### src/rtl/core/wht_pkg.sv
// Package for the word hash tokenizer: field widths, hash constants,
// register index codes, the result record type and the byte classifier.
// No dependencies.
`default_nettype none

package wht_pkg;

    localparam int BYTE_W   = 8;
    localparam int HASH_W   = 64;
    localparam int WORDS_W  = 9;
    localparam int LENGTH_W = 13;
    localparam int INDEX_W  = 1;
    localparam int DATA_W   = 13;

    localparam logic [HASH_W-1:0]   HASH_SEED = 64'd5381;
    localparam logic [LENGTH_W-1:0] BYTES_SAT = 13'd8191;
    localparam logic [WORDS_W-1:0]  WORDS_SAT = 9'd511;

    localparam logic [BYTE_W-1:0] CHAR_NUL   = 8'h00;
    localparam logic [BYTE_W-1:0] CHAR_SPACE = 8'h20;

    typedef enum logic [INDEX_W-1:0] {
        REG_MAX_WORDS  = 1'b0,
        REG_MAX_LENGTH = 1'b1
    } t_reg_index;

    typedef struct packed {
        logic [HASH_W-1:0]  word_hash;
        logic [WORDS_W-1:0] word_total;
        logic               closing;
    } t_result;

    function automatic logic is_mark(input logic [BYTE_W-1:0] b);
        logic p;
        p = (b >= 8'h21 && b <= 8'h2F) || (b >= 8'h3A && b <= 8'h40) ||
            (b >= 8'h5B && b <= 8'h60) || (b >= 8'h7B && b <= 8'h7E);
        return p;
    endfunction

    function automatic logic [BYTE_W-1:0] fold_case(input logic [BYTE_W-1:0] b);
        logic [BYTE_W-1:0] r;
        r = b;
        if (b >= 8'h41 && b <= 8'h5A) begin
            r = b | 8'h20;
        end
        return r;
    endfunction

endpackage

`default_nettype wire

### src/rtl/core/word_hash_tokenizer.sv
// Word hash tokenizer top level: byte classification, djb2 hash update and
// a four-entry result queue. Depends on wht_pkg.
//
//   channel  direction  handshake                  payload
//   in       request    i_in_valid / o_in_ready    i_text_byte, i_record_end
//   out      result     o_out_valid / i_out_ready  o_word_hash, o_word_total, o_closing
//   cfg      write      i_cfg_wr_en                i_cfg_index, i_cfg_wr_data
//
// One byte is taken per cycle; its results land in the result queue at the next edge.
// A byte gives up to two results (a word hash and the closing result at record end).
// The queue drains one result per cycle; o_in_ready drops while fewer than two slots
// are free, so input stalls only when results come faster than one per cycle
// (back-to-back record ends) or the output side holds off.
// Reset (synchronous, active low) empties the queue and restores registers and state.
`default_nettype none

module word_hash_tokenizer #(
    parameter int WORD_LIMIT   = 256,
    parameter int LENGTH_LIMIT = 4096
) (
    input  wire logic                             i_clk,
    input  wire logic                             i_rst_n,
    input  wire logic                             i_cfg_wr_en,
    input  wire logic [wht_pkg::INDEX_W-1:0]      i_cfg_index,
    input  wire logic [wht_pkg::DATA_W-1:0]       i_cfg_wr_data,
    input  wire logic                             i_in_valid,
    output logic                                  o_in_ready,
    input  wire logic [wht_pkg::BYTE_W-1:0]       i_text_byte,
    input  wire logic                             i_record_end,
    output logic                                  o_out_valid,
    input  wire logic                             i_out_ready,
    output logic [wht_pkg::HASH_W-1:0]            o_word_hash,
    output logic [wht_pkg::WORDS_W-1:0]           o_word_total,
    output logic                                  o_closing
);
    import wht_pkg::*;

    localparam int DEPTH = 4;
    localparam int PTR_W = $clog2(DEPTH);
    localparam int CNT_W = $clog2(DEPTH + 1);
    localparam logic [WORDS_W-1:0] WORD_CAP =
        (WORD_LIMIT < 511) ? WORDS_W'(WORD_LIMIT) : WORDS_SAT;
    localparam logic [LENGTH_W-1:0] LENGTH_CAP =
        (LENGTH_LIMIT < 8191) ? LENGTH_W'(LENGTH_LIMIT) : BYTES_SAT;

    logic [WORDS_W-1:0]  r_max_words;
    logic [LENGTH_W-1:0] r_max_length;

    logic [HASH_W-1:0]   r_hash,       n_hash;
    logic                r_inside,     n_inside;
    logic [WORDS_W-1:0]  r_words_done, n_words_done;
    logic [LENGTH_W-1:0] r_bytes_seen, n_bytes_seen;

    t_result             r_queue [DEPTH];
    logic [PTR_W-1:0]    r_wr_ptr, r_rd_ptr;
    logic [CNT_W-1:0]    r_count,  n_count;

    logic                accept, pop;
    logic [WORDS_W-1:0]  word_cap;
    logic [LENGTH_W-1:0] length_cap;
    logic                consider, is_nul, is_sep, is_char;
    logic [BYTE_W-1:0]   lc_byte;
    logic [HASH_W-1:0]   char_ext, hash_upd, hash_after;
    logic                inside_after, emit_word;
    logic [WORDS_W-1:0]  words_after;
    t_result             word_res, close_res, res0, res1;
    logic                push0, push1;
    logic [CNT_W-1:0]    push_cnt;

    assign accept     = i_in_valid && o_in_ready;
    assign pop        = o_out_valid && i_out_ready;
    assign o_in_ready = (r_count <= CNT_W'(DEPTH - 2));
    assign o_out_valid = (r_count != '0);
    assign o_word_hash  = r_queue[r_rd_ptr].word_hash;
    assign o_word_total = r_queue[r_rd_ptr].word_total;
    assign o_closing    = r_queue[r_rd_ptr].closing;

    assign word_cap   = (r_max_words < WORD_CAP) ? r_max_words : WORD_CAP;
    assign length_cap = (r_max_length < LENGTH_CAP) ? r_max_length : LENGTH_CAP;

    always_comb begin
        consider = (r_bytes_seen < length_cap);
        is_nul   = (i_text_byte == CHAR_NUL);
        is_sep   = consider && (is_nul || i_text_byte == CHAR_SPACE);
        is_char  = consider && !is_nul && (i_text_byte != CHAR_SPACE) &&
                   !is_mark(i_text_byte);
        lc_byte  = fold_case(i_text_byte);
        char_ext = {{(HASH_W - BYTE_W){lc_byte[BYTE_W-1]}}, lc_byte};
        hash_upd = (r_hash << 5) + r_hash + char_ext;

        hash_after   = is_char ? hash_upd : r_hash;
        inside_after = is_char ? 1'b1 : r_inside;

        // a word ends on a separator or at record end
        emit_word   = ((is_sep && r_inside) || (!is_sep && i_record_end && inside_after))
                      && (r_words_done < word_cap);
        words_after = r_words_done + WORDS_W'(emit_word);

        word_res.word_hash   = is_sep ? r_hash : hash_after;
        word_res.word_total  = '0;
        word_res.closing     = 1'b0;
        close_res.word_hash  = '0;
        close_res.word_total = words_after;
        close_res.closing    = 1'b1;

        res0  = emit_word ? word_res : close_res;
        res1  = close_res;
        push0 = accept && (emit_word || i_record_end);
        push1 = accept && emit_word && i_record_end;
        push_cnt = CNT_W'(push0) + CNT_W'(push1);
        n_count  = r_count + push_cnt - CNT_W'(pop);

        n_hash       = r_hash;
        n_inside     = r_inside;
        n_words_done = r_words_done;
        n_bytes_seen = r_bytes_seen;
        if (accept) begin
            if (i_record_end) begin
                n_hash       = HASH_SEED;
                n_inside     = 1'b0;
                n_words_done = '0;
                n_bytes_seen = '0;
            end else begin
                n_hash       = is_sep ? HASH_SEED : hash_after;
                n_inside     = is_sep ? 1'b0 : inside_after;
                n_words_done = words_after;
                if (consider) begin
                    n_bytes_seen = is_nul ? BYTES_SAT : r_bytes_seen + 1'b1;
                end
            end
        end
    end

    always_ff @(posedge i_clk) begin
        if (!i_rst_n) begin
            r_max_words  <= 9'd256;
            r_max_length <= 13'd4096;
        end else if (i_cfg_wr_en) begin
            case (t_reg_index'(i_cfg_index))
                REG_MAX_WORDS:  r_max_words  <= i_cfg_wr_data[WORDS_W-1:0];
                REG_MAX_LENGTH: r_max_length <= i_cfg_wr_data[LENGTH_W-1:0];
                default: ;
            endcase
        end
    end

    always_ff @(posedge i_clk) begin
        if (!i_rst_n) begin
            r_hash       <= HASH_SEED;
            r_inside     <= 1'b0;
            r_words_done <= '0;
            r_bytes_seen <= '0;
            r_wr_ptr     <= '0;
            r_rd_ptr     <= '0;
            r_count      <= '0;
        end else begin
            r_hash       <= n_hash;
            r_inside     <= n_inside;
            r_words_done <= n_words_done;
            r_bytes_seen <= n_bytes_seen;
            r_count      <= n_count;
            r_wr_ptr     <= r_wr_ptr + PTR_W'(push_cnt);
            if (pop) begin
                r_rd_ptr <= r_rd_ptr + PTR_W'(1);
            end
        end
    end

    always_ff @(posedge i_clk) begin
        if (push0) begin
            r_queue[r_wr_ptr] <= res0;
        end
        if (push1) begin
            r_queue[r_wr_ptr + PTR_W'(1)] <= res1;
        end
    end

    a_count_bound: assert property (@(posedge i_clk) disable iff (!i_rst_n)
        r_count <= CNT_W'(DEPTH))
        else $error("result queue overflow");

    a_closing_zero_hash: assert property (@(posedge i_clk) disable iff (!i_rst_n)
        o_out_valid && o_closing |-> o_word_hash == '0)
        else $error("closing result carries a hash");

    a_word_zero_total: assert property (@(posedge i_clk) disable iff (!i_rst_n)
        o_out_valid && !o_closing |-> o_word_total == '0)
        else $error("word result carries a count");

    a_record_clear: assert property (@(posedge i_clk) disable iff (!i_rst_n)
        accept && i_record_end |=>
            r_bytes_seen == '0 && !r_inside && r_words_done == '0 && r_hash == HASH_SEED)
        else $error("record state not cleared");

    a_count_track: assert property (@(posedge i_clk) disable iff (!i_rst_n)
        ##1 r_count == $past(r_count) + $past(push_cnt) - CNT_W'($past(pop)))
        else $error("queue count mismatch");

endmodule

`default_nettype wire

### config.mk
export PLATFORM = sky130hd
export DESIGN_NAME = word_hash_tokenizer
export DESIGN_NICKNAME = d
export VERILOG_FILES = /design/src/rtl/core/wht_pkg.sv /design/src/rtl/core/word_hash_tokenizer.sv
export SDC_FILE = /design/constraint.sdc
export NUM_CORES = 1
export LEC_CHECK = 0
export ABC_CLOCK_PERIOD_IN_PS = 5700
export BUFFER_PORTS_ARGS = -buffer_cell sky130_fd_sc_hd__buf_4
export CAP_MARGIN = 20
export CORE_MARGIN = 4
export CORE_UTILIZATION = 35
export DETAILED_ROUTE_END_ITERATION = 16
export GPL_ROUTABILITY_DRIVEN = 0
export PLACE_DENSITY = 0.52
export SYNTH_ARGS = -nofsm -noshare
export SYNTH_HDL_FRONTEND = slang
export SYNTH_SLANG_ARGS = --single-unit
export TNS_END_PERCENT = 100
### constraint.sdc
create_clock -name i_clk -period 5.7 [get_ports i_clk]
set_input_delay 0 -clock i_clk [delete_from_list [all_inputs] [get_ports i_clk]]
set_output_delay 0 -clock i_clk [all_outputs]
set_load 0.02 [all_outputs]
==> flow_metrics.env, run 1 <==
export IMPL_core_area_um2=63300
export IMPL_status="finished clean"
export IMPL_max_freq_mhz=212
export IMPL_powerDensity_nw_per_um2=477
export IMPL_synth_area_per_cell_um2=9.52
export IMPL_dieArea_um2=68400
export IMPL_area_growth_syn_to_layout_pct=15.4
export IMPL_starting_utilization_of_the_core_area=0.355
export IMPL_async_reset_ff_frac=0
export IMPL_cp_data_arrival_time_ps=5190
export IMPL_ys_seq_area_frac=0.384
export IMPL_post_detail_place_hpwl_um=50200
export IMPL_time_the_final_worst_path_needs_with_i_o_delays_and_setup_ps=4710
export IMPL_cpMaxStageDelayCell="sky130_fd_sc_hd__nor2_1"
export IMPL_fin_nets=2598
export IMPL_synth_cell_types=78
export IMPL_overflow=0
export IMPL_tritoncts="done"
export IMPL_io_pin_count=104
export IMPL_startpoint_to_endpoint_class_of_the_critical_path="reg -> reg"
export IMPL_post_synth_instance_area_um2=22500
export IMPL_maximum_number_of_pins_on_one_net_before_global_route_repair=66
export IMPL_critPathMaxStageDelay_ps=390
export IMPL_clockBufferDepth=3
export IMPL_tritoncts_num_buffers=46
export IMPL_max_vdd_ir_drop_uv=255
export IMPL_synthesis_yosys_warnings=0
export IMPL_synth_flop_cell="sky130_fd_sc_hd__dfxtp_1"
export IMPL_vias=18600
export IMPL_routed_wirelength_um=71500
export IMPL_clk_transition_reported_paths_ps=60
export IMPL_min_delay_path_class="in -> reg"
export IMPL_htree_levels=2
export IMPL_grt_first_pass_wirelength_um=111000
export IMPL_crit_path_end_kind="flop"
export IMPL_num_fill_cells=6146
export IMPL_rows=92
export IMPL_post_cts_buffers=0
export IMPL_firstDrtPassIters=6
export IMPL_critical_path_max_fanout=28
export IMPL_count_of_flip_flops_with_a_built_in_enable_after_synthesis=36
export IMPL_global_route_usage_total=0.205
export IMPL_antenna_cells=0
export IMPL_final_max_slew_violation_count=0
export IMPL_source_to_sink_clock_delay_at_the_later_pin_of_the_worst_skew_pair_ps=590
export IMPL_iteration_0_drc_markers=1539
export IMPL_count_of_antenna_violating_nets_left_after_detailed_routing=0
export IMPL_drc_errors=0
export IMPL_cts_root_buffer_cell="sky130_fd_sc_hd__clkbuf_16"
export IMPL_cellLeakagePower_nw=10.2
export IMPL_timing_final_hold_violations=0
export IMPL_cp_required_ps=6180
export IMPL_grt_antenna_before_repair=1
export IMPL_timing_setup_tns_ps=0
export IMPL_drive_gt1_frac=0.133
export IMPL_die_height_um=262
export IMPL_slew_hr=0.305
export IMPL_synthesized_instance_count=2362
export IMPL_fin_skew_ps=21.4
export IMPL_vias_per_cell=5.64
export IMPL_multi_input_area_um2=13100
export IMPL_synth_seq_cells=414
export IMPL_grt_setup_unrepaired="no"
export IMPL_critical_path_cell_chain="inv_1 > nand2_1 > ha_1 > nand2_1 > nor4_1 > a21oi_1 > o211a_1 > nor2_1 > and2b_1 > inv_4 > nor2_1 > ha_1 > inv_1 > ha_1 > inv_1 > ha_1 > inv_1 > fa_1 > xor2_1 > xnor2_1 > and2_1"
export IMPL_cts_num_sinks=414
export IMPL_worstMarginPinSlew_ps=1040
export IMPL_via_count_of_the_first_global_routing_pass=18400
export IMPL_seq_area_um2=8660
export IMPL_startpoint_type="flop"
export IMPL_routedWlPerCell_um=21.7
export IMPL_die_width_um=262
export IMPL_mappedNetlistNets=2546
export IMPL_maxCapViolations=0
export IMPL_finalCritPeriodShare=0.826
export IMPL_portbufs=103
export IMPL_total_power_mw=12.4
export IMPL_final_setup_viol_count=0
## routing by layer
layer	share of wire	GRT usage
met5	0.00018	0
met3	0.058	0.0340
met2	0.45	0.329
met1	0.46	0.288
met4	0.024	0.0540
## synth_stat cells, types with 45 or more instances
cell,number,area [um2]
sky130_fd_sc_hd__dfxtp_1,378,7570
sky130_fd_sc_hd__fa_1,60,1200
sky130_fd_sc_hd__clkbuf_1,120,450
sky130_fd_sc_hd__xnor2_1,51,447
sky130_fd_sc_hd__nor2b_1,45,282
sky130_fd_sc_hd__nor2_1,129,484
sky130_fd_sc_hd__a21oi_1,118,591
sky130_fd_sc_hd__mux4_2,74,1670
sky130_fd_sc_hd__a22o_1,160,1400
sky130_fd_sc_hd__o21ai_0,186,931
sky130_fd_sc_hd__ha_1,96,1200
sky130_fd_sc_hd__nand2_1,348,1310
## timing repair
item                                   in CTS  in global routing
endpoints found under the hold margin      53                  0
hold buffers                               30                  0
gates resized for setup                     0                  0
## stage by stage
| stage | utilization | setup slack [ps] | area [um2] | cells | hold slack [ps] |
|---|---|---|---|---|---|
| after floorplan | - | 1300 | 22500 | 2362 | 138 |
| after global placement | 0.379 | 1110 | 24000 | 3181 | 257 |
| after detailed placement | 0.379 | 1020 | 24000 | 3181 | 253 |
| after CTS | 0.410 | 994 | 25900 | 3297 | 11.8 |
| after global routing | 0.410 | 662 | 26000 | 3298 | 44.1 |
| final | 0.410 | 992 | 26000 | 3298 | 25.2 |
## placed cells by master (no fill, tap or decap), types with 33 or more instances in the layout
cell type and instances:
sky130_fd_sc_hd__a21boi_0 38, sky130_fd_sc_hd__nor2b_1 45, sky130_fd_sc_hd__a21o_1 40, sky130_fd_sc_hd__mux4_2 74
sky130_fd_sc_hd__a21oi_1 118, sky130_fd_sc_hd__inv_1 42, sky130_fd_sc_hd__buf_4 132, sky130_fd_sc_hd__nand2_1 348
sky130_fd_sc_hd__a22o_1 160, sky130_fd_sc_hd__dfxtp_1 376, sky130_fd_sc_hd__a22oi_1 33, sky130_fd_sc_hd__nor2_1 128
sky130_fd_sc_hd__fa_1 60, sky130_fd_sc_hd__edfxtp_1 36, sky130_fd_sc_hd__o21ai_0 186, sky130_fd_sc_hd__ha_1 96
sky130_fd_sc_hd__clkbuf_16 49, sky130_fd_sc_hd__xnor2_1 51
## final cells by class
cell class / instances / share of cell area
clock buffers: 61 / 0.0513
clock inverters: 25 / 0.0112
inverters: 46 / 0.00675
multi-input cells: 1739 / 0.503
flip-flops and latches: 414 / 0.334
well taps: 846 / 0.0408
repair buffers: 167 / 0.0534
## critical path: cells and delay by family, from the launching register on
| family | cells | cell delay, ps |
|---|---|---|
| buffers and inverters | 5 | 760 |
| DFF | 1 | 310 |
| and+or+nand+nor | 7 | 1450 |
| AOI/OAI and AO/OA | 2 | 420 |
| adders and majority gates | 5 | 1390 |
| xor gates and xnor gates | 2 | 280 |
## kinds of logic after synthesis
family                   synth area share
AO/OA/AOI/OAI                       0.223
AND/OR/NAND/NOR                     0.137
flip-flops                          0.384
buffers and inverters              0.0384
adder cells (fa/ha/maj)             0.107
multiplexers                       0.0796
XOR/XNOR                           0.0304
## flip-flops by register name, summed over array words and instances, names as in the netlist, named ones only
name	flops
r_inside	1
r_count	3
r_bytes_seen	13
r_hash	64
r_words_done	9
r_queue	296
r_max_words	9
r_rd_ptr	2
r_wr_ptr	2
r_max_length	13
## power breakdown
part | leakage (nW) | switching [mW] | total, mW | internal (mW)
logic | 6.03 | 3.13 | 5.17 | 2.04
clock network | 0.802 | 1.30 | 3.15 | 1.85
registers | 3.41 | 0.496 | 4.04 | 3.55
total | 10.2 | 4.93 | 12.4 | 7.44
## path summary, 6_finish.rpt
kind | cells past startpoint | start | slack (ps) | endpoint
max | 21 | r_max_length[12] | 990 | r_count[2]
min | 4 | i_out_ready | 30 | flop
max reg2reg | 21 | r_max_length[12] | 990 | r_count[2]
min reg2reg | 2 | r_queue[3][56] | 440 | r_queue[3][56]
(Power assumes the default switching activity.)
==> inputs of run 2 (changes only) <==
- ABC_CLOCK_PERIOD_IN_PS: 5700 -> 4780
- clock period: 5.7 -> 4.78 ns (I/O delays scaled with it)
==> run 2 against run 1 <==
Compared with the run above: largest cell class unchanged; power rose by 19%; register-to-register slack got worse by 530 ps; worst setup slack got worse by 530 ps; via count rose by 0.45%; critical path type unchanged; clock skew fell by 2.4 ps; hold slack improved by 39 ps; core utilization rose by 0.13 points; final area rose by 0.33%; final cell count rose by 0.36%; clock power rose by 18%; combinational power rose by 21%; global-route usage rose by 0.24 points.
==> flow_metrics.env, run 2 (synthesis results as in run 1) <==
export IMPL_dieArea_um2=68400
export IMPL_clockBufferDepth=3
export IMPL_maximum_number_of_pins_on_one_net_before_global_route_repair=95
export IMPL_clk_transition_reported_paths_ps=60
export IMPL_timing_final_hold_violations=0
export IMPL_slew_hr=0.334
export IMPL_rows=92
export IMPL_finalNonFillerCells=3310
export IMPL_io_pin_count=104
export IMPL_tritoncts_num_buffers=47
export IMPL_grt_setup_unrepaired="no"
export IMPL_critical_path_max_fanout=64
export IMPL_portbufs=103
export IMPL_part_of_the_total_power_dissipated_in_combinational_logic=0.423
export IMPL_cpMaxStageDelayCell="sky130_fd_sc_hd__buf_4"
export IMPL_maxCapViolations=0
export IMPL_routed_wirelength_um=72000
export IMPL_via_count_of_the_first_global_routing_pass=18700
export IMPL_vias=18700
export IMPL_fin_nets=2613
export IMPL_dpl_cell_count=3194
export IMPL_area_growth_syn_to_layout_pct=15.7
export IMPL_min_delay_path_class="in -> reg"
export IMPL_critPathMaxStageDelay_ps=740
export IMPL_p_switching_mw=5.81
export IMPL_final_cell_mix="sky130_fd_sc_hd__dfxtp_1 (376), sky130_fd_sc_hd__nand2_1 (348), sky130_fd_sc_hd__o21ai_0 (186)"
export IMPL_detailed_place_area_um2=24100
export IMPL_crit_path_end_kind="flop"
export IMPL_die_height_um=262
export IMPL_cp_data_arrival_time_ps=4830
export IMPL_drive_gt1_frac=0.136
export IMPL_final_setup_viol_count=0
export IMPL_timing_setup_tns_ps=0
export IMPL_grt_first_pass_wirelength_um=111000
export IMPL_global_route_usage_total=0.208
export IMPL_iteration_0_drc_markers=1214
export IMPL_core_area_um2=63300
export IMPL_critical_path_n_buffers_inverters=4
export IMPL_largest_register_ffs=296
export IMPL_starting_utilization_of_the_core_area=0.355
export IMPL_postCtsResizedCells=0
export IMPL_antenna_cells=0
export IMPL_status="finished clean"
export IMPL_cts_root_buffer_cell="sky130_fd_sc_hd__clkbuf_16"
export IMPL_time_the_final_worst_path_needs_with_i_o_delays_and_setup_ps=4320
export IMPL_source_to_sink_clock_delay_at_the_later_pin_of_the_worst_skew_pair_ps=580
export IMPL_reg_largest_list="r_queue (296), r_hash (64)"
export IMPL_worstMarginPinSlew_ps=999
export IMPL_critical_path_cell_chain="inv_1 > nand2_1 > ha_1 > nand2_1 > nor4_1 > a21oi_1 > o21a_1 > o21a_1 > and2b_1 > inv_4 > buf_4 > or3_1 > o21ai_2 > a21oi_4 > buf_4 > a22o_1"
export IMPL_drc_errors=0
export IMPL_firstDrtPassIters=5
export IMPL_fin_skew_ps=19.0
export IMPL_count_of_antenna_violating_nets_left_after_detailed_routing=0
export IMPL_cp_required_ps=5290
export IMPL_power_switching_share=0.394
export IMPL_routedWlPerCell_um=21.8
export IMPL_powerDensity_nw_per_um2=566
export IMPL_tritoncts="done"
export IMPL_htree_levels=2
export IMPL_post_route_cell_area_um2=26000
export IMPL_final_max_slew_violation_count=0
export IMPL_critical_path_top_delay_family="buffers and inverters"
export IMPL_die_width_um=262
export IMPL_seq_power_share=0.325
export IMPL_p_clk_frac=0.252
export IMPL_grt_antenna_before_repair=0
export IMPL_cts_num_sinks=414
export IMPL_vias_per_cell=5.64
export IMPL_layout_cells_most_common="sky130_fd_sc_hd__dfxtp_1"
export IMPL_post_detail_place_hpwl_um=50100
export IMPL_power_report_internal_total_mw=8.93
export IMPL_startpoint_type="flop"
export IMPL_post_cts_buffers=0
export IMPL_max_freq_mhz=232
export IMPL_regMostFlops="r_queue"
export IMPL_cellLeakagePower_nw=10.3
export IMPL_finalCritPeriodShare=0.904
export IMPL_max_vdd_ir_drop_uv=322
export IMPL_number_of_hold_buffers_added_after_cts=31
export IMPL_overflow=0
export IMPL_startpoint_to_endpoint_class_of_the_critical_path="reg -> reg"
[run 2: cell types whose count changed in the layout (fill, tap and decap cells not counted), sizes merged]
cell         before  now
clkbuf           61   64
clkinv           16   13
bufinv            4    5
dlygate4sd3      30   31
inv              49   47
clkinvlp          2    1
buf             137  150
[run 2: routing by layer]
metal  wire length (um)  global-route usage  share of wire  vias to the layer above
li1                   -                   -              -                     8750
met1              33400               0.289           0.46                     9284
met2              32700               0.333           0.45                      522
met3               3890              0.0360          0.054                      116
met4               2030              0.0595          0.028                        0
met5                  0                   0              0                        -
[run 2: power groups by stage]
stage                     sequential (mW)  clock (mW)  combinational (mW)
after CTS                            4.86        3.78                6.15
after detailed placement             4.93           0                6.11
after global routing                 4.87        3.92                6.79
final                                4.79        3.71                6.24
after global placement               4.89           0                6.05
after floorplan                      4.59           0                4.23
[run 2: metrics by stage]
stage / total power, mW / setup WS, ps / util / hold WS (ps)
floorplan: 8.83 / 377 / - / 138
global placement: 10.9 / 489 / 0.381 / 251
detailed placement: 11.0 / 497 / 0.381 / 247
CTS: 14.8 / 468 / 0.411 / 25.4
global route: 15.6 / 99.9 / 0.411 / 76.9
finish: 14.7 / 461 / 0.411 / 64.0
[run 2: final cells by class]
cell class	instances	area (um2)
multi-input combinational	1739	13100
tap	846	1060
sequential	414	8660
fill	6213	37300
inverter	46	175
clock inverter	20	259
clock buffer	64	1320
timing repair buffer	181	1520
[run 2: final timing paths]
check,from,to,slack (ps),cells after the start
setup / recovery,r_max_length[12],r_queue[2][39],460,16
hold / removal,i_in_valid,r_hash[18],60,5
setup reg to reg,r_max_length[12],r_queue[2][39],460,16
hold reg to reg,r_queue[0][56],r_queue[0][56],450,2
[run 2: worst reg2reg max path: stages (launching register included)]
cell	delay, ps
sky130_fd_sc_hd__dfxtp_1	310
sky130_fd_sc_hd__inv_1	260
sky130_fd_sc_hd__nand2_1	110
sky130_fd_sc_hd__ha_1	310
sky130_fd_sc_hd__nand2_1	60
sky130_fd_sc_hd__nor4_1	290
sky130_fd_sc_hd__a21oi_1	150
sky130_fd_sc_hd__o21a_1	340
sky130_fd_sc_hd__o21a_1	270
sky130_fd_sc_hd__and2b_1	200
sky130_fd_sc_hd__inv_4	60
sky130_fd_sc_hd__buf_4	320
sky130_fd_sc_hd__or3_1	220
sky130_fd_sc_hd__o21ai_2	80
sky130_fd_sc_hd__a21oi_4	150
sky130_fd_sc_hd__buf_4	740
sky130_fd_sc_hd__a22o_1	380
==> inputs of run 3 (changes only) <==
==> constraint.sdc (replaced) <==
create_clock -name i_clk -period 4.78 [get_ports i_clk]
set_input_delay 0.717 -clock i_clk [delete_from_list [all_inputs] [get_ports i_clk]]
set_output_delay 0.717 -clock i_clk [all_outputs]
set_load 0.02 [all_outputs]
==> run 3 against run 2 <==
Compared with the run above: die area is the same; worst setup slack lost 40 ps; via count grew 0.37%; first-iteration DRC count grew 9.7%; final cell count grew 1.2%; routed wire length grew 0.21%; hold slack gained 330 ps; count of clock-buffer cells in the layout grew 1; global-route usage grew 0.11 points; critical path depth grew 1; highest routed layer unchanged.
==> flow_metrics.env, run 3 (synthesis results as in run 1) <==
export IMPL_critical_path_max_fanout=5
export IMPL_timing_final_hold_violations=0
export IMPL_cellLeakagePower_nw=10.5
export IMPL_global_route_usage_met1=0.300
export IMPL_die_width_um=262
export IMPL_drc_errors=0
export IMPL_vias_per_cell=5.59
export IMPL_pre_cts_slack_ps=-179
export IMPL_total_power_mw=15.2
export IMPL_max_freq_mhz=229
export IMPL_io_pin_count=104
export IMPL_grt_setup_unrepaired="no"
export IMPL_routed_wirelength_um=72200
export IMPL_reg_largest_list="r_queue (296), r_hash (64)"
export IMPL_max_vdd_ir_drop_uv=318
export IMPL_area_growth_syn_to_layout_pct=17.2
export IMPL_fin_nets=2649
export IMPL_fin_skew_ps=19.1
export IMPL_final_setup_viol_count=0
export IMPL_finalCritPeriodShare=0.912
export IMPL_timing_setup_tns_ps=0
export IMPL_rows=92
export IMPL_crit_path_end_kind="flop"
export IMPL_firstDrtPassIters=5
export IMPL_portbufs=103
export IMPL_clk_transition_reported_paths_ps=60
export IMPL_post_detail_place_hpwl_um=51500
export IMPL_dieArea_um2=68400
export IMPL_tritoncts_num_buffers=47
export IMPL_htree_levels=2
export IMPL_routedWlPerCell_um=21.5
export IMPL_critical_path_top_delay_family="compound AO/OA/AOI/OAI gates"
export IMPL_regMostFlops="r_queue"
export IMPL_cts_num_sinks=414
export IMPL_final_max_slew_violation_count=0
export IMPL_worstMarginPinSlew_ps=982
export IMPL_grt_first_pass_wirelength_um=112000
export IMPL_via_count_of_the_first_global_routing_pass=18800
export IMPL_maximum_number_of_pins_on_one_net_before_global_route_repair=85
export IMPL_iteration_0_drc_markers=1332
export IMPL_vias=18700
export IMPL_cpMaxStageDelayCell="sky130_fd_sc_hd__fa_1"
export IMPL_time_the_final_worst_path_needs_with_i_o_delays_and_setup_ps=4360
export IMPL_slew_hr=0.345
export IMPL_maxCapViolations=0
export IMPL_cp_required_ps=5250
export IMPL_grtUsageMet3=0.0260
export IMPL_cts_root_buffer_cell="sky130_fd_sc_hd__clkbuf_16"
export IMPL_startpoint_to_endpoint_class_of_the_critical_path="in -> reg"
export IMPL_grt_busiest_layer="met2"
export IMPL_drive_gt1_frac=0.162
export IMPL_cp_data_arrival_time_ps=4820
export IMPL_critical_path_n_buffers_inverters=2
export IMPL_clockBufferDepth=3
export IMPL_layout_cells_most_common="sky130_fd_sc_hd__dfxtp_1"
export IMPL_startpoint_type="input pin"
export IMPL_grt_antenna_before_repair=1
export IMPL_starting_utilization_of_the_core_area=0.355
export IMPL_status="finished clean"
export IMPL_final_setup_worst_slack_ps=420
export IMPL_number_of_hold_buffers_added_after_cts=0
export IMPL_final_cell_mix="sky130_fd_sc_hd__dfxtp_1 (376), sky130_fd_sc_hd__nand2_1 (348), sky130_fd_sc_hd__buf_4 (210)"
export IMPL_grt_use_met2=0.341
export IMPL_die_height_um=262
export IMPL_source_to_sink_clock_delay_at_the_later_pin_of_the_worst_skew_pair_ps=600
export IMPL_core_area_um2=63300
export IMPL_count_of_antenna_violating_nets_left_after_detailed_routing=0
export IMPL_tritoncts="done"
export IMPL_largest_register_ffs=296
export IMPL_powerDensity_nw_per_um2=577
export IMPL_critPathMaxStageDelay_ps=460
export IMPL_overflow=0
export IMPL_critical_path_cell_chain="buf_4 > nor4_1 > nand2b_1 > a21oi_1 > fa_1 > inv_1 > ha_1 > nand2_1 > o311a_1 > o31a_1 > o211ai_1 > nand2_1 > o31a_1 > o21ai_2 > a21oi_1 > xor2_1 > o21ai_0"
export IMPL_min_delay_path_class="in -> reg"
export IMPL_global_route_usage_total=0.209
[run 3: cell count changes in the layout (fill, tap and decap cells not counted), sizes merged, moves of 2 or more]
cell         previous run  this run
buf                   150       217
dlygate4sd3            31         0
clkinv                 13         9
bufinv                  5         7
clkinvlp                1         3
inv                    47        49
[run 3: path summary, 6_finish.rpt]
kind                            cells after the start                to         startpoint  slack, ps
worst min-delay path                                3  r_max_length[12]  i_cfg_wr_data[12]        390
worst max register to register                     16    r_queue[2][30]   r_max_length[12]        460
worst min register to register                      2    r_queue[1][56]     r_queue[1][56]        440
worst max-delay path                               17    r_queue[3][68]     i_text_byte[3]        420
[run 3: area by class of cell]
type	instances	area (um2)
antenna	1	2.50
clock inverter	22	338
multi-input combinational	1739	13100
fill	6221	37000
timing repair buffer	217	1720
tap	846	1060
sequential	414	8660
inverter	46	175
clock buffer	65	1340
[run 3: routing by layer]
layer	part of all wire	vias up
met4	0.015	0
met1	0.47	9362
met3	0.051	69
met5	0	-
met2	0.46	486
li1	-	8825
[run 3: tightest hold or removal path, stage by stage]
cell and delay [ps]:
sky130_fd_sc_hd__buf_4 80, sky130_fd_sc_hd__nand2_1 40, sky130_fd_sc_hd__o211ai_1 100
[run 3: where the power goes]
| group | switching, mW | total [mW] | internal (mW) | leakage (nW) |
|---|---|---|---|---|
| combinational | 3.76 | 6.44 | 2.68 | 6.29 |
| sequential | 0.611 | 4.84 | 4.23 | 3.41 |
| clock | 1.56 | 3.93 | 2.36 | 0.818 |
[run 3: what timing repair did]
item	4_1_cts	5_1_grt
gates resized for setup	0	1
setup endpoints to repair	0	1
buffers inserted	0	0
[run 3: per-stage QoR]
| stage | instances | hold slack, ps | instance area [um2] | utilization |
|---|---|---|---|---|
| floorplan | 2362 | 410 | 22500 | - |
| global placement | 3261 | 423 | 24600 | 0.389 |
| detailed placement | 3262 | 430 | 24700 | 0.390 |
| CTS | 3349 | 366 | 26300 | 0.416 |
| global route | 3349 | 379 | 26400 | 0.416 |
| finish | 3350 | 392 | 26400 | 0.416 |
